==> config.mk <==
export PLATFORM = sky130hd
export DESIGN_NAME = rtc_calendar_alarm
export DESIGN_NICKNAME = d
export VERILOG_FILES = /design/src/hw/rtl/rca_pkg.sv /design/src/hw/rtl/rtc_calendar_alarm.sv /design/src/hw/rtl/rca_calendar.sv /design/src/hw/rtl/rca_engine.sv
export SDC_FILE = /design/constraint.sdc
export NUM_CORES = 1
export LEC_CHECK = 0
export BUFFER_PORTS_ARGS = -buffer_cell sky130_fd_sc_hd__buf_2
export CAP_MARGIN = 20
export CORE_ASPECT_RATIO = 1.2
export CORE_MARGIN = 1
export CORE_UTILIZATION = 55
export DETAILED_ROUTE_END_ITERATION = 8
export PLACE_DENSITY = 0.74
export SYNTH_ARGS = -nofsm -noshare
export SYNTH_HDL_FRONTEND = slang
export SYNTH_SLANG_ARGS = --single-unit
export TNS_END_PERCENT = 50
==> constraint.sdc <==
create_clock -name clk -period 10.9 [get_ports clk]
set_clock_uncertainty 0.05 [all_clocks]
set_input_delay 3.27 -clock clk [delete_from_list [all_inputs] [get_ports clk]]
set_output_delay 3.27 -clock clk [all_outputs]
set_load 0.02 [all_outputs]
==> src/hw/rtl/rca_pkg.sv <==
package rca_pkg;

  // Request codes carried in the input tuser field.
  localparam logic [2:0] REQ_TICK      = 3'd0;
  localparam logic [2:0] REQ_SYNC      = 3'd1;
  localparam logic [2:0] REQ_ALARM_SET = 3'd2;
  localparam logic [2:0] REQ_DISARM    = 3'd3;
  localparam logic [2:0] REQ_ACK       = 3'd4;

  localparam int unsigned REQ_W       = 3;
  localparam int unsigned IN_TDATA_W  = 48;
  localparam int unsigned OUT_TDATA_W = 48;

  // Date and time, year in the top bits so that a plain unsigned compare of
  // the packed value orders two times year first, second last.
  typedef struct packed {
    logic [15:0] year;
    logic [3:0]  month;
    logic [4:0]  day;
    logic [4:0]  hour;
    logic [5:0]  minute;
    logic [5:0]  second;
  } rtc_time_t;

  // One request as held in the input register.
  typedef struct packed {
    logic [REQ_W-1:0] req_type;
    rtc_time_t        tm;
  } rtc_item_t;

endpackage

==> src/hw/rtl/rtc_calendar_alarm.sv <==
// Real-time clock and calendar with a one-shot alarm.
//
// Requests arrive on the s_axis channel: tuser holds the request kind (tick
// one second, sync time, set and arm alarm, disarm, acknowledge) and tdata
// the date and time used by sync and alarm set. Every request produces
// exactly one result transfer on m_axis carrying the date and time after the
// request together with the synced, armed, ringing and fired flags.
//
// A request is taken into an input register, and from there the
// calendar carry chain, the leap-year test and the alarm compare update the
// state and the result register once the result register is free. One request
// is taken every cycle while m_axis_tready is high, limited by the single
// update of the state registers per request.
//
// Reset clears the time and the synced, armed and ringing flags and empties
// both registers. When the receiver holds m_axis_tready low the result is
// held, one further request is taken into the input register, and then
// s_axis_tready drops until the result transfer completes.
module rtc_calendar_alarm (
  input  logic                              clk,
  input  logic                              rst,
  input  logic                              s_axis_tvalid,
  output logic                              s_axis_tready,
  // year, month, day, hour, minute, second, zero fill
  input  logic [rca_pkg::IN_TDATA_W-1:0]    s_axis_tdata,
  // req_type
  input  logic [rca_pkg::REQ_W-1:0]         s_axis_tuser,
  output logic                              m_axis_tvalid,
  input  logic                              m_axis_tready,
  // now_year, now_month, now_day, now_hour, now_minute, now_second,
  // time_valid, alarm_armed, alarm_active, alarm_fired, zero fill
  output logic [rca_pkg::OUT_TDATA_W-1:0]   m_axis_tdata
);

  rca_pkg::rtc_item_t item;
  rca_pkg::rtc_item_t item_in;
  logic               in_full;
  logic               eng_ready;

  // Unpack the input transfer into a request.
  always_comb begin
    item_in.req_type  = s_axis_tuser;
    item_in.tm.year   = s_axis_tdata[15:0];
    item_in.tm.month  = s_axis_tdata[19:16];
    item_in.tm.day    = s_axis_tdata[24:20];
    item_in.tm.hour   = s_axis_tdata[29:25];
    item_in.tm.minute = s_axis_tdata[35:30];
    item_in.tm.second = s_axis_tdata[41:36];
  end

  // The input register refills in the same cycle the engine takes it.
  assign s_axis_tready = !in_full || eng_ready;

  always_ff @(posedge clk) begin
    if (rst) begin
      in_full <= 1'b0;
    end else if (s_axis_tvalid && s_axis_tready) begin
      in_full <= 1'b1;
    end else if (eng_ready) begin
      in_full <= 1'b0;
    end
  end

  always_ff @(posedge clk) begin
    if (s_axis_tvalid && s_axis_tready) begin
      item <= item_in;
    end
  end

  rca_engine u_engine (
    .clk           (clk),
    .rst           (rst),
    .item_valid    (in_full),
    .item          (item),
    .item_ready    (eng_ready),
    .m_axis_tvalid (m_axis_tvalid),
    .m_axis_tready (m_axis_tready),
    .m_axis_tdata  (m_axis_tdata)
  );

endmodule

==> src/hw/rtl/rca_calendar.sv <==
module rca_calendar (
  input  rca_pkg::rtc_time_t cur,
  output rca_pkg::rtc_time_t nxt
);

  localparam logic [6:0] SECS_PER_MIN    = 7'd60;
  localparam logic [6:0] MINS_PER_HOUR   = 7'd60;
  localparam logic [5:0] HOURS_PER_DAY   = 6'd24;
  localparam logic [4:0] MONTHS_PER_YEAR = 5'd12;
  // Reciprocal of 25 scaled by 2^21; a multiple of 25 leaves the bits
  // 20 down to 16 of the product clear, any other year does not.
  localparam logic [16:0] RECIP_25 = 17'd83887;

  // Days of a month; a month outside one to twelve counts as 31 days.
  function automatic logic [4:0] days_in(input logic [3:0] m, input logic leap);
    logic [4:0] d;
    case (m)
      4'd2:                     d = leap ? 5'd29 : 5'd28;
      4'd4, 4'd6, 4'd9, 4'd11:  d = 5'd30;
      default:                  d = 5'd31;
    endcase
    return d;
  endfunction

  logic [20:0] year_scaled;
  logic        div25;
  logic        leap;
  logic [6:0]  sec_inc;
  logic [6:0]  min_inc;
  logic [5:0]  hour_inc;
  logic [5:0]  day_inc;
  logic [4:0]  month_inc;
  logic        sec_carry;
  logic        min_carry;
  logic        hour_carry;
  logic        day_carry;
  logic        month_carry;

  // Gregorian leap rule: divisible by 4, and not by 100 unless by 400.
  // With 100 = 4 * 25 and 400 = 16 * 25 only a test for 25 is needed.
  assign year_scaled = {5'b0, cur.year} * {4'b0, RECIP_25};
  assign div25       = (year_scaled[20:16] == 5'd0);
  assign leap        = (cur.year[1:0] == 2'd0) && (!div25 || (cur.year[3:0] == 4'd0));

  // Full-width increment; h:m:s wrap by subtraction, day/month to 1.
  assign sec_inc   = {1'b0, cur.second} + 7'd1;
  assign sec_carry = (sec_inc >= SECS_PER_MIN);

  assign min_inc   = {1'b0, cur.minute} + 7'd1;
  assign min_carry = sec_carry && (min_inc >= MINS_PER_HOUR);

  assign hour_inc   = {1'b0, cur.hour} + 6'd1;
  assign hour_carry = min_carry && (hour_inc >= HOURS_PER_DAY);

  assign day_inc   = {1'b0, cur.day} + 6'd1;
  assign day_carry = hour_carry && (day_inc > {1'b0, days_in(cur.month, leap)});

  assign month_inc   = {1'b0, cur.month} + 5'd1;
  assign month_carry = day_carry && (month_inc > MONTHS_PER_YEAR);

  // Select the advanced fields along the carry chain.
  always_comb begin
    nxt = cur;
    if (sec_carry) begin
      nxt.second = 6'(sec_inc - SECS_PER_MIN);
    end else begin
      nxt.second = sec_inc[5:0];
    end
    if (sec_carry) begin
      nxt.minute = min_carry ? 6'(min_inc - MINS_PER_HOUR) : min_inc[5:0];
    end
    if (min_carry) begin
      nxt.hour = hour_carry ? 5'(hour_inc - HOURS_PER_DAY) : hour_inc[4:0];
    end
    if (hour_carry) begin
      nxt.day = day_carry ? 5'd1 : day_inc[4:0];
    end
    if (day_carry) begin
      nxt.month = month_carry ? 4'd1 : month_inc[3:0];
    end
    if (month_carry) begin
      nxt.year = cur.year + 16'd1;
    end
  end

endmodule

==> src/hw/rtl/rca_engine.sv <==
module rca_engine (
  input  logic                                 clk,
  input  logic                                 rst,
  input  logic                                 item_valid,
  input  rca_pkg::rtc_item_t                   item,
  output logic                                 item_ready,
  output logic                                 m_axis_tvalid,
  input  logic                                 m_axis_tready,
  // now_year, now_month, now_day, now_hour, now_minute, now_second,
  // time_valid, alarm_armed, alarm_active, alarm_fired, zero fill
  output logic [rca_pkg::OUT_TDATA_W-1:0]      m_axis_tdata
);

  rca_pkg::rtc_time_t now_time;
  rca_pkg::rtc_time_t now_time_next;
  rca_pkg::rtc_time_t alarm_time;
  rca_pkg::rtc_time_t alarm_time_next;
  rca_pkg::rtc_time_t ticked;
  logic               synced;
  logic               synced_next;
  logic               armed;
  logic               armed_next;
  logic               ringing;
  logic               ringing_next;
  logic               fired;
  logic               fired_q;
  logic               advance;

  // The state only moves when the result of the request can be registered,
  // so the state registers always equal the result being offered.
  assign item_ready = !m_axis_tvalid || m_axis_tready;
  assign advance    = item_valid && item_ready;

  rca_calendar u_calendar (
    .cur (now_time),
    .nxt (ticked)
  );

  // Request decode and alarm check.
  always_comb begin
    now_time_next   = now_time;
    alarm_time_next = alarm_time;
    synced_next     = synced;
    armed_next      = armed;
    ringing_next    = ringing;
    fired           = 1'b0;
    unique case (item.req_type)
      rca_pkg::REQ_TICK: begin
        if (synced) begin
          now_time_next = ticked;
          if (armed && !ringing && (ticked >= alarm_time)) begin
            armed_next   = 1'b0;
            ringing_next = 1'b1;
            fired        = 1'b1;
          end
        end
      end
      rca_pkg::REQ_SYNC: begin
        now_time_next = item.tm;
        synced_next   = 1'b1;
      end
      rca_pkg::REQ_ALARM_SET: begin
        alarm_time_next = item.tm;
        armed_next      = 1'b1;
      end
      rca_pkg::REQ_DISARM: begin
        armed_next = 1'b0;
      end
      rca_pkg::REQ_ACK: begin
        ringing_next = 1'b0;
      end
      default: begin
      end
    endcase
  end

  // Clock, status and result valid registers.
  always_ff @(posedge clk) begin
    if (rst) begin
      now_time      <= '0;
      synced        <= 1'b0;
      armed         <= 1'b0;
      ringing       <= 1'b0;
      m_axis_tvalid <= 1'b0;
    end else begin
      if (advance) begin
        now_time      <= now_time_next;
        synced        <= synced_next;
        armed         <= armed_next;
        ringing       <= ringing_next;
        m_axis_tvalid <= 1'b1;
      end else if (m_axis_tready) begin
        m_axis_tvalid <= 1'b0;
      end
    end
  end

  // The alarm time is only compared once it has been written.
  always_ff @(posedge clk) begin
    if (advance) begin
      alarm_time <= alarm_time_next;
      fired_q    <= fired;
    end
  end

  assign m_axis_tdata = {2'b00, fired_q, ringing, armed, synced,
                         now_time.second, now_time.minute, now_time.hour,
                         now_time.day, now_time.month, now_time.year};

  a_fire_rings: assert property (@(posedge clk) disable iff (rst)
    (advance && fired) |=> (ringing && !armed))
    else $error("alarm fired without ringing and disarming");

  a_fire_shown: assert property (@(posedge clk) disable iff (rst)
    (m_axis_tvalid && fired_q) |-> (ringing && !armed && synced))
    else $error("fired result disagrees with alarm status");

  a_fire_on_tick: assert property (@(posedge clk) disable iff (rst)
    (advance && fired) |-> ((item.req_type == rca_pkg::REQ_TICK) && synced))
    else $error("alarm fired on a request other than a synced tick");

  a_unsynced_zero: assert property (@(posedge clk) disable iff (rst)
    !synced |-> (now_time == '0))
    else $error("time moved before the first sync");

  a_hold_when_idle: assert property (@(posedge clk) disable iff (rst)
    !advance |=> ($stable(now_time) && $stable(armed) && $stable(ringing)))
    else $error("state changed without a request transfer");

endmodule
# Yosys cells after proc, flatten, opt, wreduce, memory -nomap -nowiden
# Index checks and enable logic that the tools add are counted.
[totals]
mem_bits_ro = 0
regBits = 135
latch_bits = 0
in_bits = 55
wordCells = 109
ramBits = 0
mem_count = 0
[classes]
eq_ne = 11
n_shift = 0
n_addsub = 9
n_reduce_logical = 32
n_mul = 1
magnitude_cmp = 6
mux = 25
bitwise_logic = 0
n_div = 0
[ops]
columns = ["op", "count"]
rows = [
  ["42-bit one-hot mux with 2 select lines", 1],
  ["42-bit >= comparator", 1],
  ["42-bit 2-to-1 mux", 1],
  ["16-bit by 17-bit multiplier with 21-bit output (second input constant)", 1],
  ["5-bit 2-to-1 mux", 4],
  ["6-bit 2-to-1 mux", 3],
  ["16-bit by 1-bit adder with 16-bit output (second input constant)", 1],
  ["16-bit 2-to-1 mux", 1],
  ["6-bit by 1-bit adder with 7-bit output (second input constant)", 2],
  ["7-bit by 6-bit >= comparator with 1-bit output (second input constant)", 2],
  ["5-bit by 1-bit adder with 6-bit output (second input constant)", 2],
  ["6-bit subtractor (second input constant)", 2],
  ["1-bit 2-to-1 mux", 10],
  ["1-bit logical AND", 9],
  ["4-bit by 3-bit equality test with 1-bit output (second input constant)", 2],
  ["4-bit equality test (second input constant)", 2],
  ["4-bit 2-to-1 mux", 2],
  ["4-bit AND reduction", 2],
  ["2-bit nonzero test", 4],
  ["3-bit by 2-bit equality test with 1-bit output (second input constant)", 2],
  ["6-bit by 5-bit >= comparator with 1-bit output (second input constant)", 1],
  ["6-bit by 5-bit > comparator with 1-bit output", 1],
  ["2-bit AND reduction", 3],
  ["4-bit by 1-bit adder with 5-bit output (second input constant)", 1],
  ["other kinds (18)", 24],
]

# Longest topological paths before layout
# Gate-level depths: netlist of the first run.
[depth]
depth_word = 17
mapped_depth = 37

# Modules after synthesis
# A second synthesis of the first run with hierarchy kept.
[hier_totals]
hier_cells = 1041
area_unflattened_um2 = 11030.6
[modules_own_cells]
columns = ["mod", "cells_each", "area_each_um2", "instances", "seq_area_each_um2"]
rows = [
  ["rca_calendar", 563, 5067.4, 1, 0.0],
  ["rca_engine", 428, 4556.9, 1, 2212.1],
  ["rtc_calendar_alarm", 50, 1406.3, 1, 1371.3],
]

# Least setup slack after synthesis of the first run
# No wires, ideal clock.
[synth_timing]
path_kind = "reg2reg"
from = "register u_engine.now_time, in the netlist u_engine.m_axis_tdata[4]"
to = "register u_engine.fired_q (data pin)"
stages_incl_launch_ff = 36
setup_time_ps = 182
path_slack_ps = 1918
synth_period_minus_slack_ps = 8982
arrival_time_ps = 8751
path_buffers = 1
t_required_ps = 10668
path_cell_list = "dfxtp_1 > fa_1 > inv_1 > fa_1 > inv_1 > fa_1 > fa_1 > fa_1 > inv_1 > fa_1 > inv_1 > ha_1 > nand4_1 > nor2_1 > nand4_1 > a311oi_1 > a31oi_1 > xnor2_1 > o31a_1 > ha_1 > nand2_1 > o2111a_2 > and2b_1 > o21ai_2 > buf_6 > or3_4 > or3_4 > xnor2_1 > ha_1 > nand3_1 > or3_1 > nor4_1 > a221oi_1 > o22ai_1 > nor2_1 > nor4b_1"
[synth_via]
elab_chain_len = 15
[synth_lines]
columns = ["element", "line_no", "rtl"]
rows = [
  ["start: declaration", "rca_engine.sv:14", "rca_pkg::rtc_time_t now_time;"],
  ["start signal: assignment", "rca_engine.sv:87", "now_time <= now_time_next;"],
  ["16-bit by 17-bit multiplier with 21-bit output", "rca_calendar.sv:41", "assign year_scaled = {5'b0, cur.year} * {4'b0, RECIP_25};"],
  ["5-bit logical NOT", "rca_calendar.sv:42", "assign div25 = (year_scaled[20:16] == 5'd0);"],
  ["1-bit logical NOT", "rca_calendar.sv:43", "assign leap = (cur.year[1:0] == 2'd0) && (!div25 || (cur.year[3:0] == 4'd0));"],
  ["1-bit logical OR", "rca_calendar.sv:43", ""],
  ["1-bit logical AND", "rca_calendar.sv:43", ""],
  ["1-bit 2-to-1 mux", "rca_calendar.sv:18", "4'd2: d = leap ? 5'd29 : 5'd28;"],
  ["2-bit one-hot mux with 2 select lines", "rca_calendar.sv:17", "case (m)"],
  ["6-bit by 5-bit > comparator with 1-bit output", "rca_calendar.sv:56", "assign day_carry = hour_carry && (day_inc > {1'b0, days_in(cur.month, leap)});"],
  ["1-bit logical AND", "rca_calendar.sv:56", ""],
  ["1-bit logical AND", "rca_calendar.sv:59", "assign month_carry = day_carry && (month_inc > MONTHS_PER_YEAR);"],
  ["4-bit 2-to-1 mux", "rca_calendar.sv:79", "nxt.month = month_carry ? 4'd1 : month_inc[3:0];"],
  ["4-bit 2-to-1 mux", "rca_calendar.sv:78", "if (day_carry) begin"],
  ["42-bit >= comparator *", "rca_engine.sv:51", "if (armed && !ringing && (ticked >= alarm_time)) begin"],
  ["1-bit logical AND *", "rca_engine.sv:51", ""],
  ["1-bit 2-to-1 mux *", "rca_engine.sv:51", ""],
  ["end signal: assignment", "rca_engine.sv:102", "fired_q <= fired;"],
  ["end: declaration", "rca_engine.sv:26", "logic fired_q;"],
]
# Mark *: on every way between the ends. The rest lies on a longest branch, timed or not.
# A chain may end at the register's enable or synchronous reset.

# Final worst setup path of the first run
# Ends and elaborated chain as after synthesis.

==> out/summary.log, run 1 <==
INFO  clock_network  holdBufCountCts=0
INFO  synth          async_flop_share=0%
INFO  synth          synth_area_leader_cell=edfxtp_1
INFO  detailed_routing routed_via_density=5.789
INFO  critical_path  data_arrival_time_of_the_critical_path=10,290ps
INFO  power          pwr-share-seq=40.4%
INFO  critical_path  worst_path_most_repeated_cell=fa_1
INFO  grt            grt_start_max_net_pins=46
INFO  critical_path  worst_setup_path_start_kind=register
INFO  floorplanning  num_rows=56
INFO  sta            min_period_over_period=92.77%
INFO  clock_network  post-cts-setup-buffer-count=0
INFO  detailed_routing route.final.wire_length=26,300µm
INFO  cells_and_area nets=1,491
INFO  clock_network  numClockSinks=135
INFO  detailed_routing drt_first_pass_iters=4
INFO  critical_path  worst_ep_required_time=11,080ps
INFO  placement      gp_routability_congestion=0.8963
INFO  worst_hold_path min-delay-path-class=register to register
INFO  floorplanning  floorplan.initialDensity=56.59%
INFO  floorplanning  core_region_area=0.01976mm²
INFO  synth          syn_area_per_cell=9.732µm²
INFO  sta            grt_setup_unrepaired=no
INFO  detailed_routing drt_iter0_markers=438
INFO  synth          yosys_warnings=0
INFO  synth          synth.area.top_cells=edfxtp_1 (24%), ha_1 (16%), fa_1 (13%)
INFO  sta            final_max_slew_viol_count=0
INFO  floorplanning  die-height=158.2µm
INFO  clock_network  postCtsResizedCells=0
INFO  critical_path  criticalPathCategory=register to register
INFO  power          share_clk_of_total_power=38.5%
INFO  cells_and_area area.growth.synth_to_final=11.17%
INFO  placement      place.detailed.hpwl=19,790µm
INFO  critical_path  path_max_fanout=11
INFO  clock_network  cts_tree=done
INFO  floorplanning  dieWidth=132.2µm
INFO  cells_and_area post_layout_nonfiller_instances=1,495
INFO  grt            grt_pass1_wl=43,280µm
INFO  sta            min_period=10,110ps
INFO  power          cellLeakagePower=5.806nW
INFO  flow_run       max_cap_viol_count=0
INFO  critical_path  cpPeakStageDelay=710ps
INFO  power          cellInternalPower=1.012mW
INFO  floorplanning  io-pin-count=105
INFO  synth          dominantRegCellSynth=edfxtp_1
INFO  critical_path  crit_start=u_engine.m_axis_tdata[4]
INFO  cells_and_area n_antenna_cell=0
INFO  critical_path  crit-reg2reg-launch=u_engine.m_axis_tdata[4]
INFO  critical_path  setup.reg_to_reg.worst_slack=790ps
INFO  synth          ys_seq_elements=135
INFO  synth          synth_cell_type_count=73
INFO  clock_network  tritoncts.num_buffers=17
INFO  outcome        outcome=finished clean
INFO  clock_network  clk_latency=430ps
INFO  sta            slew_margin_rel=26.75%
INFO  grt            track_usage=26.55%
INFO  critical_path  rr_endpoint=u_engine.fired_q
INFO  sta            hold_viol_final=0
INFO  clock_network  h_tree_depth=4
INFO  floorplanning  die_area=0.02091mm²
INFO  power          power_switching=423.9µW
INFO  sta            maxClockFrequency=98.89MHz
INFO  synth          seq_area_frac_synth=32.05%
INFO  clock_network  cts_root_buffer=clkbuf_16
INFO  detailed_routing final_antenna_net_count=0
INFO  grt            antenna_found_initial=0
INFO  worst_hold_path hold_path_depth=0
INFO  clock_network  max-clock-path-buffers=2
INFO  grt            grt_pass1_vias=8,894
INFO  sta            finalSetupTns=0ps
INFO  detailed_routing vias_after_detailed_routing=8,655
INFO  cells_and_area post-route-util=62.91%
INFO  synth          netlist_instances=1,149
INFO  sta            setup_violators_final=0
INFO  cells_and_area share_of_cells_above_drive_strength_1=13.05%
INFO  synth          edff_count_synth=88
INFO  grt            remaining_global_route_overflow=0
INFO  critical_path  worstSetupEndpoint=u_engine.fired_q
INFO  critical_path  crit_path_top_delay_cell=fa_1
INFO  power          ir_worst_vdd=0.1131mV
INFO  detailed_routing routed_wire_length_per_instance=17.59µm
INFO  power          powerDensity=115.5mW/mm²
INFO  clock_network  path_clk_slew=70ps
INFO  power          combinationalPowerShare=21.1%
INFO  detailed_routing post-route-drc-count=0
INFO  placement      placed_cells=1,462
INFO  synth          synth_top_cell_area_share=23.63%
INFO  placement      port-buffer-count=96
INFO  synth          synth_most_common_cell=inv_1
INFO  synth          yosys-top-cells-count=inv_1 (198), ha_1 (140), edfxtp_1 (88)
INFO  synth          post_synth_instance_area=0.01118mm²
INFO  critical_path  timing.critical_path.to_type=register
INFO  critical_path  r2r.worst_path.cells=34
INFO  power          switching_fraction=29.53%
INFO  sta            worst_slew_pin_slew=1098ps
==> area by class of cell <==
class,instances,area (µm²)
Sequential cell,135,3583
Timing Repair Buffer,106,568.0
Fill cell,1618,7328
Clock buffer,21,491.7
Multi-Input combinational cell,763,6628
Clock inverter,11,90.09
Inverter,198,743.2
Tap cell,261,326.6
==> registers in the layout, indices dropped and copies added, names as in the netlist <==
name,cells
u_engine.ringing,1
in_full,1
u_engine.m_axis_tdata,42
item,45
u_engine.synced,1
u_engine.alarm_time,42
u_engine.m_axis_tvalid,1
u_engine.armed,1
u_engine.fired_q,1
==> metal layers <==
layer | up-vias | GRT usage, % | wire length, µm
met2 | 253 | 49.21 | 13600
li1 | 4140 | - | -
met4 | 0 | 12.62 | 1005
met1 | 4207 | 30.66 | 10630
met5 | - | 0 | 0
met3 | 55 | 2.978 | 1057
==> cells by family (layout without fill, tap and decap cells) <==
logic type | Yosys count | after routing | synth area share (%)
and+or+nand+nor | 294 | 294 | 13.91
buffers and inverters | 252 | 336 | 8.840
adders and majority gates | 215 | 215 | 29.09
AOI/OAI and AO/OA | 198 | 198 | 11.68
DFF | 135 | 135 | 32.05
xor gates and xnor gates | 45 | 45 | 3.525
muxes | 9 | 9 | 0.8727
other | 1 | 2 | 0.03354
==> placed cells by master, fill, tap and decap left out, types with 21 or more instances in the layout <==
cell type / count
o21ai_0: 48
fa_1: 75
nor3_1: 21
edfxtp_1: 88
xnor2_1: 31
dfxtp_1: 47
ha_1: 140
nand3_1: 35
inv_1: 198
nor2_1: 47
buf_2: 96
a21oi_1: 49
nand4_1: 23
nand2_1: 77
==> how the worst min path moves through the flow <==
stage	start	to
floorplan	item[5]	u_engine.alarm_time[5]
global placement	item[32]	u_engine.alarm_time[32]
detailed placement	item[34]	u_engine.alarm_time[34]
CTS	item[34]	u_engine.alarm_time[34]
global route	item[34]	u_engine.alarm_time[34]
finish	item[34]	u_engine.alarm_time[34]
==> power by group through the flow <==
stage / Combinational, mW / Clock (mW) / Sequential [mW]
after floorplan: 0.225 / 0 / 0.588
after global placement: 0.292 / 0 / 0.590
after detailed placement: 0.306 / 0 / 0.591
after CTS: 0.308 / 0.557 / 0.580
after global routing: 0.351 / 0.574 / 0.582
final: 0.303 / 0.552 / 0.580
==> through the flow <==
stage	instance area [µm²]	total power, mW	hold WS, ps	setup WS [ps]
global route	12430	1.507	400.2	238.2
CTS	12410	1.444	381.8	722.4
detailed placement	11830	0.8969	377.9	754.1
global placement	11830	0.8820	374.0	961.2
floorplan	11190	0.8133	366.8	1918
finish	12430	1.435	387.1	787.7
==> worst max-delay path, delay by kind of cell (launching register included) <==
family | cells | cell delay [ps]
DFF | 1 | 490
adders and majority gates | 9 | 4070
buffers and inverters | 4 | 240
xor gates and xnor gates | 2 | 240
and+or+nand+nor | 10 | 2320
AOI/OAI and AO/OA | 9 | 2490
Note: power is estimated with default switching activity, not from simulation.
==> run 2, diff against run 1 <==
Settings changed: PLACE_DENSITY 0.74 to 0.8.
Clock period 10.9 ns to 8.6 ns, I/O delays scaled along.
==> out/summary.log, run 2 (synthesis gave the netlist of run 1 again) <==
INFO  outcome        outcome=finished, violations left
INFO  outcome        violations=negative setup slack
INFO  detailed_routing routed_wire_length_per_instance=17.82µm [+1.3%]
INFO  critical_path  critPathBufInv=7 [+3]
INFO  grt            remaining_global_route_overflow=0 [unchanged]
INFO  cells_and_area sequential_cell_area=0.003616mm² [+0.91%]
INFO  power          share_clk_of_total_power=39.6% [+1.1 points]
INFO  cells_and_area multiInputGateArea=0.006833mm² [+3.1%]
INFO  grt            antenna_found_initial=0 [unchanged]
INFO  critical_path  cpPeakStageDelay=580ps [-130 ps]
INFO  power          ir_worst_vdd=0.1382mV [+22%]
INFO  power          cellInternalPower=1.390mW [+37%]
INFO  critical_path  worst_ep_required_time=8710ps [-2370 ps]
INFO  sta            setup_violators_final=3 [+3]
INFO  clock_network  cts_root_buffer=clkbuf_16
INFO  floorplanning  floorplan.initialDensity=56.59% [unchanged]
INFO  sta            hold_viol_final=0 [unchanged]
INFO  clock_network  path_clk_slew=60ps [about the same]
INFO  placement      port-buffer-count=96 [unchanged]
INFO  detailed_routing met2_wire_length=14,690µm [+8.0%]
INFO  critical_path  r2r.worst_path.cells=37 [+8.8%]
INFO  placement      gp_routability_congestion=0.9148 [+2.1%]
INFO  sta            finalSetupTns=-1029ps [-1029 ps]
INFO  critical_path  crit-reg2reg-launch=u_engine.m_axis_tdata[6]
INFO  grt            track_usage=27.87% [+1.3 points]
INFO  power          powerDensity=146.0mW/mm² [+26%]
INFO  clock_network  holdBufCountCts=0 [unchanged]
INFO  detailed_routing vias_after_detailed_routing=9,247 [+6.8%]
INFO  clock_network  h_tree_depth=4 [unchanged]
INFO  cells_and_area n_antenna_cell=0 [unchanged]
INFO  sta            final_max_slew_viol_count=0 [unchanged]
INFO  sta            slew_margin_rel=28.78% [+2.0 points]
INFO  cells_and_area post-route-util=67.93% [+5.0 points]
INFO  cells_and_area post_layout_nonfiller_instances=1,590 [+6.4%]
INFO  cells_and_area share_of_cells_above_drive_strength_1=23.10% [+10 points]
INFO  sta            maxClockFrequency=111.3MHz [+13%]
INFO  cells_and_area area.growth.synth_to_final=20.04%
INFO  clock_network  clk_latency=420ps [about the same]
INFO  power          power.total=1.960mW [+37%]
INFO  cells_and_area layout.cells.most_common_list=inv_1 (193), ha_1 (136), buf_4 (104)
INFO  floorplanning  num_rows=56 [unchanged]
INFO  cells_and_area fin_area=0.01342mm² [+8.0%]
INFO  critical_path  setup.reg_to_reg.worst_slack=-380ps [-1170 ps]
INFO  placement      place.detailed.hpwl=20,730µm [+4.8%]
INFO  sta            grt_setup_unrepaired=yes
INFO  sta            min_period=8984ps [-1128 ps]
INFO  critical_path  crit_path_top_delay_cell=fa_2
INFO  cells_and_area mostFrequentLayoutCell=inv_1
INFO  detailed_routing top_signal_layer_used=met4
INFO  detailed_routing routed_via_density=5.816 [+0.46%]
INFO  cells_and_area top_register=item
INFO  grt            grt_pass1_wl=45,770µm [+5.8%]
INFO  power          power_switching=569.5µW [+34%]
INFO  critical_path  criticalPathCategory=register to register
INFO  critical_path  crit_family=adder cells
INFO  grt            grt_start_max_net_pins=65 [+41%]
INFO  sta            worst_slew_pin_slew=1068ps [-29.30 ps]
INFO  power          combinationalPowerShare=23.2% [+2.1 points]
INFO  floorplanning  core_region_area=0.01976mm² [unchanged]
INFO  cells_and_area largest_reg_flops=45 [unchanged]
INFO  flow_run       max_cap_viol_count=0 [unchanged]
INFO  worst_hold_path min-delay-path-class=register to register
INFO  critical_path  path_max_fanout=5 [-6]
INFO  sta            timing.final.ws_setup=-384.2ps [-1172 ps]
INFO  detailed_routing route.final.wire_length=28,340µm [+7.8%]
INFO  floorplanning  die-height=158.2µm [unchanged]
INFO  critical_path  worst_setup_path_start_kind=register
INFO  detailed_routing drt_first_pass_iters=5 [+1]
INFO  floorplanning  dieWidth=132.2µm [unchanged]
INFO  critical_path  data_arrival_time_of_the_critical_path=9090ps [-1200 ps]
INFO  worst_hold_path hold_path_depth=0 [unchanged]
INFO  clock_network  max-clock-path-buffers=2 [unchanged]
INFO  detailed_routing drt_iter0_markers=630 [+44%]
INFO  clock_network  cts_tree=done
INFO  power          cellLeakagePower=6.335nW [+9.1%]
INFO  power          switching_fraction=29.06% [-0.47 points]
INFO  placement      placed_area=0.01256mm² [+6.1%]
INFO  detailed_routing post-route-drc-count=0 [unchanged]
INFO  cells_and_area num-fill-cells=1,446 [-11%]
INFO  grt            grt_pass1_vias=9,513 [+7.0%]
INFO  sta            finalHoldWorstSlack=384.0ps [-3.108 ps]
INFO  floorplanning  die_area=0.02091mm² [unchanged]
INFO  floorplanning  io-pin-count=105 [unchanged]
INFO  critical_path  timing.critical_path.to_type=register
INFO  sta            min_period_over_period=104.5% [+12 points]
INFO  placement      dpl_worst_slack=-623.1ps [-1377 ps]
INFO  detailed_routing routedLengthMet1=11,100µm [+4.4%]
INFO  cells_and_area nets=1,586 [+6.4%]
INFO  detailed_routing final_antenna_net_count=0 [unchanged]
INFO  clock_network  tritoncts.num_buffers=17 [unchanged]
INFO  worst_hold_path timing.hold.worst_endpoint=u_engine.alarm_time[5]
INFO  worst_hold_path timing.hold.worst.start=item[5]
INFO  clock_network  numClockSinks=135 [unchanged]
INFO  detailed_routing routed-wl-met3=1622µm [+53%]
INFO  critical_path  rr_endpoint=u_engine.fired_q
INFO  power          pwr-share-seq=37.2% [-3.2 points]
INFO  placement      placed_cells=1,550 [+6.0%]
-- run 2: cell types whose count changed in the layout (fill, tap and decap cells not counted), sizes merged --
cell | previous run | this run
buf | 106 | 201
clkinv | 7 | 3
bufinv | 0 | 3
clkbuf | 21 | 20
clkinvlp | 2 | 3
inv | 200 | 201
-- run 2: layout make-up --
| cell class | count | area share (%) |
|---|---|---|
| clock inverter | 12 | 1.230 |
| inverter | 198 | 5.537 |
| timing repair buffer | 201 | 9.480 |
| tap | 261 | 2.433 |
| multi-input combinational | 763 | 50.90 |
| clock buffer | 20 | 3.477 |
| sequential | 135 | 26.94 |
-- run 2: power by group through the flow --
stage	logic, mW	clock network, mW	registers [mW]
global placement	0.400	0	0.740
floorplan	0.287	0	0.745
global route	0.516	0.806	0.730
finish	0.455	0.777	0.728
detailed placement	0.428	0	0.742
CTS	0.439	0.779	0.728
-- run 2: worst register-to-register path, delay by kind of cell, from the launching register on --
kind	cells	cell delay (ps)
compound gates	10	2000
xor+xnor	3	650
fa+ha+maj	8	3540
buf+inv	7	850
flops	1	330
simple gates	9	1290
-- run 2: layer usage --
metal,global-route usage (%),vias to the layer above
met5,0,-
met4,11.07,0
met3,4.355,91
met2,51.45,374
met1,32.37,4452
li1,-,4330
-- run 2: timing repair --
item | 4_1_cts | 5_1_grt
endpoints found under the hold margin | 0 | 0
setup endpoints to repair | 3 | 3
buffers inserted | 4 | 4
pin swaps | 22 | 35
gates resized for setup | 15 | 24
-- run 2: how the worst max path moves through the flow --
stage                                    startpoint               end  slack (ps)  depth (start not counted)
after global routing       u_engine.m_axis_tdata[3]  u_engine.fired_q        -710                         38
after floorplan            u_engine.m_axis_tdata[3]  u_engine.fired_q          -1                         35
after CTS                 u_engine.m_axis_tdata[14]  u_engine.fired_q        -380                         31
final                      u_engine.m_axis_tdata[6]  u_engine.fired_q        -380                         37
after global placement     u_engine.m_axis_tdata[5]  u_engine.fired_q        -480                         37
after detailed placement   u_engine.m_axis_tdata[5]  u_engine.fired_q        -620                         35
==> run 3, diff against run 2 <==
Settings changed: MAX_ROUTING_LAYER set to met4.
==> out/summary.log, run 3 (synthesis gave the netlist of run 1 again) <==
INFO  cells_and_area post-route-util=68.30% [+0.37 points]
INFO  cells_and_area area.growth.synth_to_final=20.69%
INFO  critical_path  criticalPathCategory=register to register
INFO  worst_hold_path timing.hold.worst.start=item[33]
INFO  flow_run       max_cap_viol_count=0 [unchanged]
INFO  critical_path  r2r.worst_path.cells=37 [unchanged]
INFO  cells_and_area top_register=item
INFO  cells_and_area largest_reg_flops=45 [unchanged]
INFO  detailed_routing drt_iter0_markers=642 [+1.9%]
INFO  sta            grt_setup_unrepaired=yes
INFO  placement      port-buffer-count=96 [unchanged]
INFO  placement      gp_routability_congestion=0.9211 [+0.69%]
INFO  outcome        violations=negative setup slack
INFO  floorplanning  die_area=0.02091mm² [unchanged]
INFO  grt            remaining_global_route_overflow=0 [unchanged]
INFO  critical_path  data_arrival_time_of_the_critical_path=9160ps [+70 ps]
INFO  grt            grt_pass1_wl=45,190µm [-1.3%]
INFO  cells_and_area share_of_cells_above_drive_strength_1=23.85% [+0.75 points]
INFO  clock_network  max-clock-path-buffers=2 [unchanged]
INFO  detailed_routing final_antenna_net_count=0 [unchanged]
INFO  clock_network  clk_latency=430ps [about the same]
INFO  detailed_routing vias_after_detailed_routing=9,355 [+1.2%]
INFO  cells_and_area mostFrequentLayoutCell=inv_1
INFO  critical_path  crit_start=u_engine.m_axis_tdata[5]
INFO  clock_network  holdBufCountCts=0 [unchanged]
INFO  sta            final_max_slew_viol_count=0 [unchanged]
INFO  sta            setup_violators_final=3 [unchanged]
INFO  clock_network  cts_root_buffer=clkbuf_16
INFO  detailed_routing route.final.wire_length=28,670µm [+1.2%]
INFO  floorplanning  floorplan.initialDensity=56.59% [unchanged]
INFO  cells_and_area layout.cells.most_common_list=inv_1 (191), ha_1 (134), buf_4 (102)
INFO  power          powerDensity=143.6mW/mm² [-1.6%]
INFO  critical_path  worst_path_most_repeated_cell=inv_2
INFO  clock_network  tritoncts.num_buffers=17 [unchanged]
INFO  floorplanning  die-height=158.2µm [unchanged]
INFO  sta            maxClockFrequency=110.6MHz [-0.60%]
INFO  detailed_routing post-route-drc-count=0 [unchanged]
INFO  critical_path  setup.reg_to_reg.worst_slack=-440ps [-50 ps]
INFO  critical_path  worst_ep_required_time=8720ps [about the same]
INFO  placement      placed_cells=1,552 [+0.13%]
INFO  placement      place.detailed.hpwl=20,570µm [-0.75%]
INFO  cells_and_area n_antenna_cell=0 [unchanged]
INFO  floorplanning  dieWidth=132.2µm [unchanged]
INFO  grt            track_usage=28.63% [+0.76 points]
INFO  sta            hold_viol_final=0 [unchanged]
INFO  sta            min_period_over_period=105.1% [+0.64 points]
INFO  critical_path  worst_setup_path_start_kind=register
INFO  power          ir_worst_vdd=0.1255mV [-9.2%]
INFO  sta            finalHoldWorstSlack=394.6ps [+10.64 ps]
INFO  power          power.total=1.938mW [-1.1%]
INFO  grt            antenna_found_initial=0 [unchanged]
INFO  cells_and_area post_layout_nonfiller_instances=1,590 [unchanged]
INFO  floorplanning  io-pin-count=105 [unchanged]
INFO  cells_and_area num-fill-cells=1,434 [-0.83%]
INFO  critical_path  crit-reg2reg-launch=u_engine.m_axis_tdata[5]
INFO  sta            worst_slew_pin_slew=736.7ps [-331.6 ps]
INFO  critical_path  worstSetupEndpoint=u_engine.fired_q
INFO  clock_network  cts_tree=done
INFO  clock_network  path_clk_slew=60ps [about the same]
INFO  clock_network  h_tree_depth=4 [unchanged]
INFO  critical_path  rr_endpoint=u_engine.fired_q
INFO  worst_hold_path min-delay-path-class=register to register
INFO  floorplanning  core_region_area=0.01976mm² [unchanged]
INFO  sta            min_period=9039ps [+54.64 ps]
INFO  critical_path  cpPeakStageDelay=610ps [+30 ps]
INFO  sta            slew_margin_rel=50.51% [+22 points]
INFO  sta            timing.final.ws_setup=-438.9ps [-54.64 ps]
INFO  detailed_routing routed_wire_length_per_instance=18.03µm [+1.2%]
INFO  critical_path  crit_path_top_delay_cell=fa_2
INFO  grt            grt_start_max_net_pins=55 [-15%]
INFO  floorplanning  num_rows=56 [unchanged]
INFO  power          cellLeakagePower=6.352nW [+0.27%]
INFO  detailed_routing drt_first_pass_iters=5 [unchanged]
INFO  cells_and_area nets=1,586 [unchanged]
INFO  grt            grt_pass1_vias=9,438 [-0.79%]
INFO  detailed_routing routed_via_density=5.884 [+1.2%]
INFO  critical_path  path_max_fanout=5 [unchanged]
INFO  critical_path  timing.critical_path.to_type=register
INFO  clock_network  numClockSinks=135 [unchanged]
INFO  outcome        outcome=finished, violations left
[run 3: cell type report]
class	instances	area, µm²	share of cell area [%]
Clock buffer	23	488.0	3.616
Inverter	198	743.2	5.507
Timing Repair Buffer	201	1305	9.670
Tap cell	261	326.6	2.420
Sequential cell	135	3613	26.78
Multi-Input combinational cell	763	6905	51.17
Clock inverter	9	113.9	0.8437
[run 3: through the flow]
step	setup slack (ps)	cell area [µm²]	setup TNS [ps]
after floorplan	-1.270	11260	-1.270
after global placement	-487.0	12570	-1310
after detailed placement	-648.6	12570	-1741
after CTS	-400.4	13310	-1098
after global routing	-690.3	13500	-1966
final	-438.9	13500	-1213
[run 3: per-layer routing]
metal,part of all wire [%],GRT usage [%]
met1,38,31.65
met2,51,50.74
met3,6.1,3.778
met4,4.7,14.95
met5,0,-
[run 3: worst min-delay path by stage]
stage,to,slack (ps),cells after the start
finish,u_engine.alarm_time[33],390,0
floorplan,u_engine.alarm_time[5],370,0
global route,u_engine.alarm_time[41],400,0
global placement,u_engine.alarm_time[30],370,0
detailed placement,u_engine.alarm_time[11],380,0
CTS,u_engine.alarm_time[11],390,0
[run 3: timing repair]
| item | CTS | global route |
|---|---|---|
| buffers inserted | 2 | 2 |
| resized for setup | 29 | 24 |
| cloned | 0 | 0 |
| pin swaps | 37 | 32 |
| setup endpoints to repair | 3 | 3 |
[run 3: critical path: cells and delay by family (launching register included)]
family | cells | cell delay, ps
buf+inv | 8 | 900
flops | 1 | 360
compound gates | 6 | 1530
fa+ha+maj | 9 | 3920
xor+xnor | 1 | 170
simple gates | 13 | 1830
[run 3: power breakdown]
part / switching [mW] / internal, mW / leakage, nW
registers: 0.0157 / 0.712 / 1.22
logic: 0.266 / 0.201 / 4.85
clock network: 0.283 / 0.460 / 0.286
